[src/bpa_pkg.sv]
package bpa_pkg;

	// Item kinds as they arrive on the input channel
	typedef enum logic [1:0] {
		KIND_INIT  = 2'd0,
		KIND_ALLOC = 2'd1,
		KIND_FREE  = 2'd2,
		KIND_BAD   = 2'd3
	} kind_t;

	// Configuration register indexes
	typedef enum logic [0:0] {
		CFG_REGION_START = 1'b0,
		CFG_REGION_SIZE  = 1'b1
	} cfg_idx_t;

	// Controller states
	typedef enum logic [2:0] {
		ST_CLEAR,
		ST_IDLE,
		ST_SETUP,
		ST_SWEEP,
		ST_SCAN,
		ST_RD,
		ST_WR,
		ST_DONE
	} state_t;

	// Datapath operations issued by the controller
	typedef enum logic [2:0] {
		OP_NONE,
		OP_LOAD,
		OP_SETUP,
		OP_SWEEP,
		OP_SCAN,
		OP_RD,
		OP_WR,
		OP_PUSH
	} op_t;

	typedef struct packed {
		op_t op;
	} cmd_t;

	typedef struct packed {
		kind_t kind;
		logic  skip;
		logic  hit;
		logic  fail;
		logic  wlast;
		logic  out_free;
	} stat_t;

endpackage

[src/bpa_ctrl.sv]
module bpa_ctrl (
	input  logic           clk,
	input  logic           arst_n,
	input  logic           in_valid,
	output logic           in_ready,
	output bpa_pkg::cmd_t  cmd,
	input  bpa_pkg::stat_t stat
);

	bpa_pkg::state_t state_q, state_n;

	// State register
	always_ff @(posedge clk or negedge arst_n) begin
		if (!arst_n) begin
			state_q <= bpa_pkg::ST_CLEAR;
		end else begin
			state_q <= state_n;
		end
	end

	// Next state
	always_comb begin
		state_n = state_q;
		unique case (state_q)
			bpa_pkg::ST_CLEAR: begin
				if (stat.wlast) state_n = bpa_pkg::ST_IDLE;
			end
			bpa_pkg::ST_IDLE: begin
				if (in_valid) state_n = bpa_pkg::ST_SETUP;
			end
			bpa_pkg::ST_SETUP: begin
				unique case (stat.kind)
					bpa_pkg::KIND_INIT:  state_n = bpa_pkg::ST_SWEEP;
					bpa_pkg::KIND_ALLOC: state_n = stat.skip ? bpa_pkg::ST_DONE
					                                         : bpa_pkg::ST_SCAN;
					bpa_pkg::KIND_FREE:  state_n = stat.skip ? bpa_pkg::ST_DONE
					                                         : bpa_pkg::ST_RD;
					default:             state_n = bpa_pkg::ST_DONE;
				endcase
			end
			bpa_pkg::ST_SWEEP: begin
				if (stat.wlast) state_n = bpa_pkg::ST_DONE;
			end
			bpa_pkg::ST_SCAN: begin
				if (stat.hit) state_n = bpa_pkg::ST_RD;
				else if (stat.fail) state_n = bpa_pkg::ST_DONE;
			end
			bpa_pkg::ST_RD: begin
				state_n = bpa_pkg::ST_WR;
			end
			bpa_pkg::ST_WR: begin
				state_n = stat.wlast ? bpa_pkg::ST_DONE : bpa_pkg::ST_RD;
			end
			bpa_pkg::ST_DONE: begin
				if (stat.out_free) state_n = bpa_pkg::ST_IDLE;
			end
			default: state_n = bpa_pkg::ST_IDLE;
		endcase
	end

	// Outputs
	always_comb begin
		in_ready = 1'b0;
		cmd.op   = bpa_pkg::OP_NONE;
		unique case (state_q)
			bpa_pkg::ST_CLEAR: cmd.op = bpa_pkg::OP_SWEEP;
			bpa_pkg::ST_IDLE: begin
				in_ready = 1'b1;
				if (in_valid) cmd.op = bpa_pkg::OP_LOAD;
			end
			bpa_pkg::ST_SETUP: cmd.op = bpa_pkg::OP_SETUP;
			bpa_pkg::ST_SWEEP: cmd.op = bpa_pkg::OP_SWEEP;
			bpa_pkg::ST_SCAN:  cmd.op = bpa_pkg::OP_SCAN;
			bpa_pkg::ST_RD:    cmd.op = bpa_pkg::OP_RD;
			bpa_pkg::ST_WR:    cmd.op = bpa_pkg::OP_WR;
			bpa_pkg::ST_DONE: begin
				if (stat.out_free) cmd.op = bpa_pkg::OP_PUSH;
			end
			default: cmd.op = bpa_pkg::OP_NONE;
		endcase
	end

endmodule

[src/bpa_dp.sv]
module bpa_dp #(
	parameter int MAX_PAGES  = 1024,
	parameter int PAGE_BYTES = 4096
) (
	input  logic           clk,
	input  logic           arst_n,
	input  bpa_pkg::cmd_t  cmd,
	output bpa_pkg::stat_t stat,
	input  logic [1:0]     kind,
	input  logic [31:0]    page_addr,
	input  logic [10:0]    page_count,
	input  logic [31:0]    region_start,
	input  logic [31:0]    region_size,
	output logic           out_valid,
	input  logic           out_ready,
	output logic [31:0]    result_addr,
	output logic           success,
	output logic [10:0]    pages_released,
	output logic [10:0]    used_count,
	output logic [10:0]    free_count,
	output logic [10:0]    total_count
);

	localparam int W   = (MAX_PAGES >= 32) ? 32 : 8;
	localparam int WB  = $clog2(W);
	localparam int NW  = (MAX_PAGES + W - 1) / W;
	localparam int IW  = (NW > 1) ? $clog2(NW) : 1;
	localparam int CW0 = $clog2(MAX_PAGES + W) + 1;
	localparam int CW  = (CW0 > 12) ? CW0 : 12;
	localparam int SH  = $clog2(PAGE_BYTES);
	localparam int AW  = 32 - SH;

	// Page map, one word of W pages per entry
	logic [W-1:0] mem [NW];
	logic [W-1:0] rdata_s1;

	// Control state
	logic [IW-1:0] wptr_q, rptr_q, last_q, eidx_s1;
	logic          ev_s1;
	logic [CW-1:0] lo_q, hi_q, hi2_q;
	logic [31:0]   base_q;
	logic [CW-1:0] managed_q, used_q;
	logic          out_valid_q;

	// Item payload
	bpa_pkg::kind_t kind_q;
	logic [31:0]    off_q;
	logic [10:0]    cnt_q;
	logic [CW-1:0]  run_q, rel_q;
	logic [31:0]    res_addr_q;
	logic           success_q;

	// Result register
	logic [31:0] o_addr_q;
	logic        o_ok_q;
	logic [10:0] o_rel_q, o_used_q, o_free_q, o_total_q;

	logic [CW-1:0] cnt_ext;
	assign cnt_ext = CW'(cnt_q);

	// Mask of the current write word against the active page ranges
	logic [CW-1:0] widx [W];
	logic [W-1:0]  mask_w;
	always_comb begin
		for (int b = 0; b < W; b++) begin
			widx[b]   = (CW'(wptr_q) << WB) + CW'(b);
			mask_w[b] = ((widx[b] >= lo_q) && (widx[b] < hi_q)) || (widx[b] < hi2_q);
		end
	end

	// Scan one word: run length ending at each bit, lowest bit that completes the run
	logic [CW-1:0] sidx  [W];
	logic [CW-1:0] run_v [W];
	logic [WB-1:0] lastp [W];
	logic [W-1:0]  used_v, have_v, hitv;
	logic [WB-1:0] hb;
	always_comb begin
		for (int b = 0; b < W; b++) begin
			sidx[b]   = (CW'(eidx_s1) << WB) + CW'(b);
			used_v[b] = rdata_s1[b] | (sidx[b] >= managed_q);
		end
		for (int b = 0; b < W; b++) begin
			have_v[b] = 1'b0;
			lastp[b]  = '0;
			for (int j = 0; j < W; j++) begin
				if (j <= b && used_v[j]) begin
					have_v[b] = 1'b1;
					lastp[b]  = WB'(j);
				end
			end
			run_v[b] = have_v[b] ? (CW'(b) - CW'(lastp[b])) : (run_q + CW'(b) + CW'(1));
			hitv[b]  = !used_v[b] && (run_v[b] >= cnt_ext);
		end
		hb = '0;
		for (int b = W - 1; b >= 0; b--) begin
			if (hitv[b]) hb = WB'(b);
		end
	end

	logic          scan_hit, scan_fail;
	logic [CW-1:0] hend, hs;
	assign scan_hit  = ev_s1 && (|hitv);
	assign scan_fail = ev_s1 && !(|hitv) && (eidx_s1 == last_q);
	assign hend      = (CW'(eidx_s1) << WB) + CW'(hb);
	assign hs        = hend + CW'(1) - cnt_ext;

	// Init setup: rounded base, page total, pages taken by the map itself
	logic [32:0]   up;
	logic [31:0]   pages_raw, mb, res;
	logic [CW-1:0] pages_c, resv;
	always_comb begin
		up        = ({1'b0, region_start} + 33'(PAGE_BYTES - 1)) & ~33'(PAGE_BYTES - 1);
		pages_raw = region_size >> SH;
		pages_c   = (pages_raw > 32'(MAX_PAGES)) ? CW'(MAX_PAGES) : CW'(pages_raw);
		mb        = (32'(pages_c) + 32'd7) >> 3;
		res       = (mb + 32'(PAGE_BYTES - 1)) >> SH;
		resv      = (res < 32'(pages_c)) ? CW'(res) : pages_c;
	end

	// Free setup: first page index and the two segments the run may cover
	logic          aligned, seg_ok, wrap;
	logic [32:0]   i0, e0, e2;
	logic [CW-1:0] hia, hi2_n;
	always_comb begin
		aligned = (off_q[SH-1:0] == '0);
		i0      = {1'b0, off_q} >> SH;
		e0      = i0 + 33'(cnt_q);
		seg_ok  = i0 < 33'(managed_q);
		hia     = (e0 < 33'(managed_q)) ? CW'(e0) : managed_q;
		wrap    = e0 > (33'(1) << AW);
		e2      = e0 - (33'(1) << AW);
		hi2_n   = !wrap ? '0 : ((e2 < 33'(managed_q)) ? CW'(e2) : managed_q);
	end

	logic [IW-1:0] last_m;
	assign last_m = IW'((managed_q - CW'(1)) >> WB);

	// Write data and released pages in the current word
	logic [W-1:0]  wdata, relw;
	logic [CW-1:0] rel_w;
	always_comb begin
		relw  = rdata_s1 & mask_w;
		rel_w = '0;
		for (int b = 0; b < W; b++) begin
			rel_w = rel_w + CW'(relw[b]);
		end
		if (cmd.op == bpa_pkg::OP_SWEEP) wdata = mask_w;
		else if (kind_q == bpa_pkg::KIND_ALLOC) wdata = rdata_s1 | mask_w;
		else wdata = rdata_s1 & ~mask_w;
	end

	logic [CW-1:0] used_n, free_n;
	always_comb begin
		used_n = used_q;
		if (kind_q == bpa_pkg::KIND_FREE) used_n = (used_q > rel_q) ? (used_q - rel_q) : '0;
		free_n = (managed_q > used_n) ? (managed_q - used_n) : '0;
	end

	// Status to controller
	always_comb begin
		stat.kind     = kind_q;
		stat.hit      = scan_hit;
		stat.fail     = scan_fail;
		stat.wlast    = (wptr_q == last_q);
		stat.out_free = !out_valid_q || out_ready;
		case (kind_q)
			bpa_pkg::KIND_ALLOC: stat.skip = (cnt_q == '0) || (managed_q == '0);
			bpa_pkg::KIND_FREE:  stat.skip = !aligned || (managed_q == '0);
			bpa_pkg::KIND_INIT:  stat.skip = 1'b0;
			default:             stat.skip = 1'b1;
		endcase
	end

	// Page map memory: written on sweep and write steps, registered read on scan and read steps
	always_ff @(posedge clk) begin
		if (cmd.op == bpa_pkg::OP_SWEEP || cmd.op == bpa_pkg::OP_WR) mem[wptr_q] <= wdata;
		if (cmd.op == bpa_pkg::OP_SCAN) rdata_s1 <= mem[rptr_q];
		else if (cmd.op == bpa_pkg::OP_RD) rdata_s1 <= mem[wptr_q];
	end

	// Control and counter registers
	always_ff @(posedge clk or negedge arst_n) begin
		if (!arst_n) begin
			wptr_q      <= '0;
			rptr_q      <= '0;
			last_q      <= IW'(NW - 1);
			ev_s1       <= 1'b0;
			lo_q        <= '0;
			hi_q        <= '0;
			hi2_q       <= '0;
			base_q      <= '0;
			managed_q   <= '0;
			used_q      <= '0;
			out_valid_q <= 1'b0;
		end else begin
			case (cmd.op)
				bpa_pkg::OP_SETUP: begin
					case (kind_q)
						bpa_pkg::KIND_INIT: begin
							base_q    <= up[31:0];
							managed_q <= pages_c;
							used_q    <= resv;
							lo_q      <= '0;
							hi_q      <= resv;
							hi2_q     <= '0;
							wptr_q    <= '0;
							last_q    <= IW'(NW - 1);
						end
						bpa_pkg::KIND_ALLOC: begin
							rptr_q <= '0;
							ev_s1  <= 1'b0;
							last_q <= last_m;
						end
						bpa_pkg::KIND_FREE: begin
							wptr_q <= '0;
							last_q <= last_m;
							lo_q   <= seg_ok ? CW'(i0) : '0;
							hi_q   <= seg_ok ? hia : '0;
							hi2_q  <= hi2_n;
						end
						default: ;
					endcase
				end
				bpa_pkg::OP_SWEEP: wptr_q <= wptr_q + IW'(1);
				bpa_pkg::OP_SCAN: begin
					rptr_q <= rptr_q + IW'(1);
					ev_s1  <= 1'b1;
					if (scan_hit) begin
						lo_q   <= hs;
						hi_q   <= hend + CW'(1);
						hi2_q  <= '0;
						wptr_q <= IW'(hs >> WB);
						last_q <= IW'(hend >> WB);
						used_q <= used_q + cnt_ext;
					end
				end
				bpa_pkg::OP_WR: wptr_q <= wptr_q + IW'(1);
				bpa_pkg::OP_PUSH: used_q <= used_n;
				default: ;
			endcase
			// Hold the result until it is taken
			if (cmd.op == bpa_pkg::OP_PUSH) out_valid_q <= 1'b1;
			else if (out_ready) out_valid_q <= 1'b0;
		end
	end

	// Item payload and result registers
	always_ff @(posedge clk) begin
		case (cmd.op)
			bpa_pkg::OP_LOAD: begin
				kind_q     <= bpa_pkg::kind_t'(kind);
				cnt_q      <= page_count;
				off_q      <= page_addr - base_q;
				rel_q      <= '0;
				res_addr_q <= '0;
				success_q  <= 1'b0;
			end
			bpa_pkg::OP_SETUP: begin
				run_q     <= '0;
				success_q <= (kind_q == bpa_pkg::KIND_INIT) || (kind_q == bpa_pkg::KIND_FREE);
			end
			bpa_pkg::OP_SCAN: begin
				eidx_s1 <= rptr_q;
				if (scan_hit) begin
					res_addr_q <= base_q + (32'(hs) << SH);
					success_q  <= 1'b1;
				end else if (ev_s1) begin
					run_q <= run_v[W-1];
				end
			end
			bpa_pkg::OP_WR: begin
				if (kind_q == bpa_pkg::KIND_FREE) rel_q <= rel_q + rel_w;
			end
			bpa_pkg::OP_PUSH: begin
				o_addr_q  <= res_addr_q;
				o_ok_q    <= success_q;
				o_rel_q   <= rel_q[10:0];
				o_used_q  <= used_n[10:0];
				o_free_q  <= free_n[10:0];
				o_total_q <= managed_q[10:0];
			end
			default: ;
		endcase
	end

	assign out_valid      = out_valid_q;
	assign result_addr    = o_addr_q;
	assign success        = o_ok_q;
	assign pages_released = o_rel_q;
	assign used_count     = o_used_q;
	assign free_count     = o_free_q;
	assign total_count    = o_total_q;

	a_used_le_total: assert property (@(posedge clk) disable iff (!arst_n)
		used_q <= managed_q)
		else $error("used pages exceed managed pages");

	a_wr_in_range: assert property (@(posedge clk) disable iff (!arst_n)
		(cmd.op == bpa_pkg::OP_WR) |-> (wptr_q <= last_q))
		else $error("map write beyond last word of the run");

	a_alloc_len: assert property (@(posedge clk) disable iff (!arst_n)
		(cmd.op == bpa_pkg::OP_PUSH && kind_q == bpa_pkg::KIND_ALLOC && success_q)
		|-> ((hi_q - lo_q) == cnt_ext))
		else $error("allocated run length differs from request");

endmodule

[src/bitmap_page_allocator.sv]
// First-fit bitmap page allocator. Items: init (take region from config),
// alloc (lowest free run), free (release aligned, in-range, used pages).
// One item is in work at a time; the page map is a memory of 32-page words
// (8-page words when MAX_PAGES is below 32) with one port access per cycle,
// which sets the timing. Init is one sweep writing every word. Alloc scans
// a word per cycle, then marks the run with a read-modify-write per word
// covered. Free does a read-modify-write of every word of the managed map.
// After reset a clearing pass over every word runs before the first item is
// taken. PAGE_BYTES must be a power of two. Configuration must be written by
// the user only while no item is in work; the block does not enforce this.
module bitmap_page_allocator #(
	parameter int MAX_PAGES  = 1024,
	parameter int PAGE_BYTES = 4096
) (
	input  logic        clk,
	input  logic        arst_n,
	input  logic        cfg_wr_en,
	input  logic [0:0]  cfg_index,
	input  logic [31:0] cfg_wdata,
	input  logic        in_valid,
	output logic        in_ready,
	input  logic [1:0]  kind,
	input  logic [31:0] page_addr,
	input  logic [10:0] page_count,
	output logic        out_valid,
	input  logic        out_ready,
	output logic [31:0] result_addr,
	output logic        success,
	output logic [10:0] pages_released,
	output logic [10:0] used_count,
	output logic [10:0] free_count,
	output logic [10:0] total_count
);

	logic [31:0]    region_start_q, region_size_q;
	bpa_pkg::cmd_t  cmd;
	bpa_pkg::stat_t stat;

	// Configuration registers
	always_ff @(posedge clk or negedge arst_n) begin
		if (!arst_n) begin
			region_start_q <= '0;
			region_size_q  <= '0;
		end else if (cfg_wr_en) begin
			unique case (bpa_pkg::cfg_idx_t'(cfg_index))
				bpa_pkg::CFG_REGION_START: region_start_q <= cfg_wdata;
				bpa_pkg::CFG_REGION_SIZE:  region_size_q  <= cfg_wdata;
				default: ;
			endcase
		end
	end

	bpa_ctrl u_ctrl (
		.clk      (clk),
		.arst_n   (arst_n),
		.in_valid (in_valid),
		.in_ready (in_ready),
		.cmd      (cmd),
		.stat     (stat)
	);

	bpa_dp #(
		.MAX_PAGES  (MAX_PAGES),
		.PAGE_BYTES (PAGE_BYTES)
	) u_dp (
		.clk            (clk),
		.arst_n         (arst_n),
		.cmd            (cmd),
		.stat           (stat),
		.kind           (kind),
		.page_addr      (page_addr),
		.page_count     (page_count),
		.region_start   (region_start_q),
		.region_size    (region_size_q),
		.out_valid      (out_valid),
		.out_ready      (out_ready),
		.result_addr    (result_addr),
		.success        (success),
		.pages_released (pages_released),
		.used_count     (used_count),
		.free_count     (free_count),
		.total_count    (total_count)
	);

endmodule
[config.mk]
export PLATFORM = sky130hd
export DESIGN_NAME = bitmap_page_allocator
export DESIGN_NICKNAME = d
export VERILOG_FILES = /design/src/bpa_pkg.sv /design/src/bpa_ctrl.sv /design/src/bpa_dp.sv /design/src/bitmap_page_allocator.sv
export SDC_FILE = /design/constraint.sdc
export NUM_CORES = 2
export LEC_CHECK = 0
export BUFFER_PORTS_ARGS = -buffer_cell sky130_fd_sc_hd__buf_4
export CORE_ASPECT_RATIO = 0.75
export CORE_MARGIN = 5
export CORE_UTILIZATION = 55
export DETAILED_ROUTE_END_ITERATION = 10
export HOLD_SLACK_MARGIN = 0.05
export PLACE_DENSITY_LB_ADDON = 0.2
export SYNTH_ARGS = -nofsm -noshare
export SYNTH_HDL_FRONTEND = slang
export SYNTH_HIERARCHICAL = 1
export SYNTH_SLANG_ARGS = --single-unit
export TNS_END_PERCENT = 20
[constraint.sdc]
create_clock -name clk -period 12.9 [get_ports clk]
set_input_delay 1.29 -clock clk [delete_from_list [all_inputs] [get_ports clk]]
set_output_delay 1.29 -clock clk [all_outputs]
set_load 0.01 [all_outputs]
==> flow_summary.ini <==
[outcome]
status = finished clean

[timing]
timing.fmax_ghz = 0.0826
setup-tns-final_ns = 0
hold_viol_final = 0
worst_pin_slew_ns = 1.45
slew_headroom_pct = 3.38
fin_crit_ns = 12.11
fin_crit_sh_pct = 93.9
rsz0062_at_grt = false
drv_slew = 0
setup_slack_ns = 0.787
setup-violations-final = 0
fin_skew_ns = 0.0553

[clock_tree]
hold_buffers = 0
cts_tree = yes
clkTransAtPathRegs_ns = 0.06
clk_latency_ns = 0.80
cts_root_buf = clkbuf_16
clockBufferDepth = 3
cts_made_buffers = 135
cts_num_sinks = 1368
cts_htree_levels = 4

[global_routing]
grt_use_total_pct = 36.5
grt_pass1_vias = 60900
grt_overflow = 0
antenna_found_initial = 8
grt_pass1_wl_mm = 433
grt_max_degree = 102

[floorplanning]
die_h_um = 351
die_area_mm2 = 0.163
ios = 162
rows = 125
initial_core_util_pct = 55.2
die_w_um = 465
coreArea_mm2 = 0.155

[place]
gp_congestion = 1.08
post-place-ws_ns = 0.440
numPortBuffers = 149
dp_hpwl_mm = 195

[critical_path]
endpoint = u_dp/res_addr_q[30]$_SDFFCE_PN0P_
critPathLaunch = u_dp/eidx_s1[2]$_DFFE_PP_
reg2reg_from = u_dp/eidx_s1[2]$_DFFE_PP_
reg2reg_slack_ns = 0.79
worstRegToRegCells = 45
start_kind = flop
crit_path_max_fanout = 16
worst_r2r_endpoint = u_dp/res_addr_q[30]$_SDFFCE_PN0P_
crit_top_cell = a21oi_1
critical_path_class = reg -> reg
cp-end-kind = flop
worstPathArrival_ns = 12.61
max_stage_delay_ns = 0.58
required_ns = 13.40
cpMaxStageDelayCell = o41ai_1

[final_layout]
areaGrowthSynthToFinish_pct = 10.2
layout-drive-gt1-share_pct = 20.5
layout.nets = 7509

[hold_path]
hp-class = reg -> reg
whs_path_depth = 0

[synth]
synthesis.area_mm2 = 0.0854
syn_inst = 6694
yosys_warnings = 6
syn_area_per_cell_um2 = 12.8

[drt]
first_pass_iters = 6
vias_per_cell = 7.05
vias = 63300
drtAntennaViolNets = 0
drt_iter0_markers = 9755
drc_errors = 0
wl_per_cell_um = 33.6
wirelength_mm = 302

[run]
maxCapViolCount = 0
through the flow:
stage               instance area [um^2]  util, %  instances  hold WS (ns)
floorplan                          85500        -       6705         0.400
global placement                   89700     58.0       8726         0.401
detailed placement                 89700     58.0       8726         0.406
CTS                                94000     60.8       8969         0.426
global route                       94100     60.8       8972         0.429
finish                             94100     60.8       8976         0.425
worst min path at each step:
stage,start,to,slack (ns)
after global placement,u_dp/res_addr_q[20]$_SDFFCE_PN0P_,u_dp/result_addr[20]$_DFFE_PP_,0.40
after floorplan,u_dp/res_addr_q[12]$_SDFFCE_PN0P_,u_dp/result_addr[12]$_DFFE_PP_,0.40
final,u_dp/res_addr_q[28]$_SDFFCE_PN0P_,u_dp/result_addr[28]$_DFFE_PP_,0.42
after detailed placement,u_dp/res_addr_q[18]$_SDFFCE_PN0P_,u_dp/result_addr[18]$_DFFE_PP_,0.41
after CTS,u_dp/res_addr_q[28]$_SDFFCE_PN0P_,u_dp/result_addr[28]$_DFFE_PP_,0.43
after global routing,u_dp/res_addr_q[28]$_SDFFCE_PN0P_,u_dp/result_addr[28]$_DFFE_PP_,0.43
layout make-up:
cell class	count	area, um^2
fillers	12000	60600
multi-input cells	4738	43200
flip-flops and latches	1368	40400
clock buffers	165	3530
repair buffers	380	2880
well taps	2032	2540
clock inverters	78	816
inverters	211	798
diodes	4	10.0
cells in the final DEF, fill, tap and decap left out, types with 145 or more instances in the layout:
cell,instances
xnor2_1,229
edfxtp_1,1216
ha_1,558
nor2_1,575
mux4_2,609
inv_1,201
a21oi_1,394
nand2_1,412
buf_4,377
o21ai_0,281
xor2_1,145
flip-flops by register name, indices dropped and copies added (netlist names), 12 cells and up:
name and flops:
u_dp/mem 1024, region_start_q 32, u_dp/off_q 32, u_dp/rdata_s1 32, region_size_q 20, u_dp/base_q 20
u_dp/res_addr_q 20, u_dp/result_addr 20, u_dp/hi2_q 12, u_dp/hi_q 12, u_dp/lo_q 12, u_dp/managed_q 12
u_dp/rel_q 12, u_dp/run_q 12, u_dp/used_q 12
layer usage:
metal	up-vias	GRT usage, %	wire [um]
met3	770	8.65	38700
met2	4319	54.2	130000
li1	26300	-	-
met4	4	14.0	13700
met5	-	0	20
met1	31900	52.8	119000
what timing repair did:
action | 4_1_cts | 5_1_grt
setup endpoints to repair | 0 | 9
resized for setup | 0 | 6
buffers inserted | 0 | 3
critical path: cells and delay by family, from the launching register on:
family                     cells  cell delay, ns
muxes                          1            0.15
DFF                            1            0.52
adders and majority gates      6            2.03
xor gates and xnor gates       2            0.50
AOI/OAI and AO/OA             28            7.31
and+or+nand+nor                8            1.31
Power is left out: the tool's default activity adds up to more than one toggle a clock period on the data nets, which glitch-free logic cannot reach.
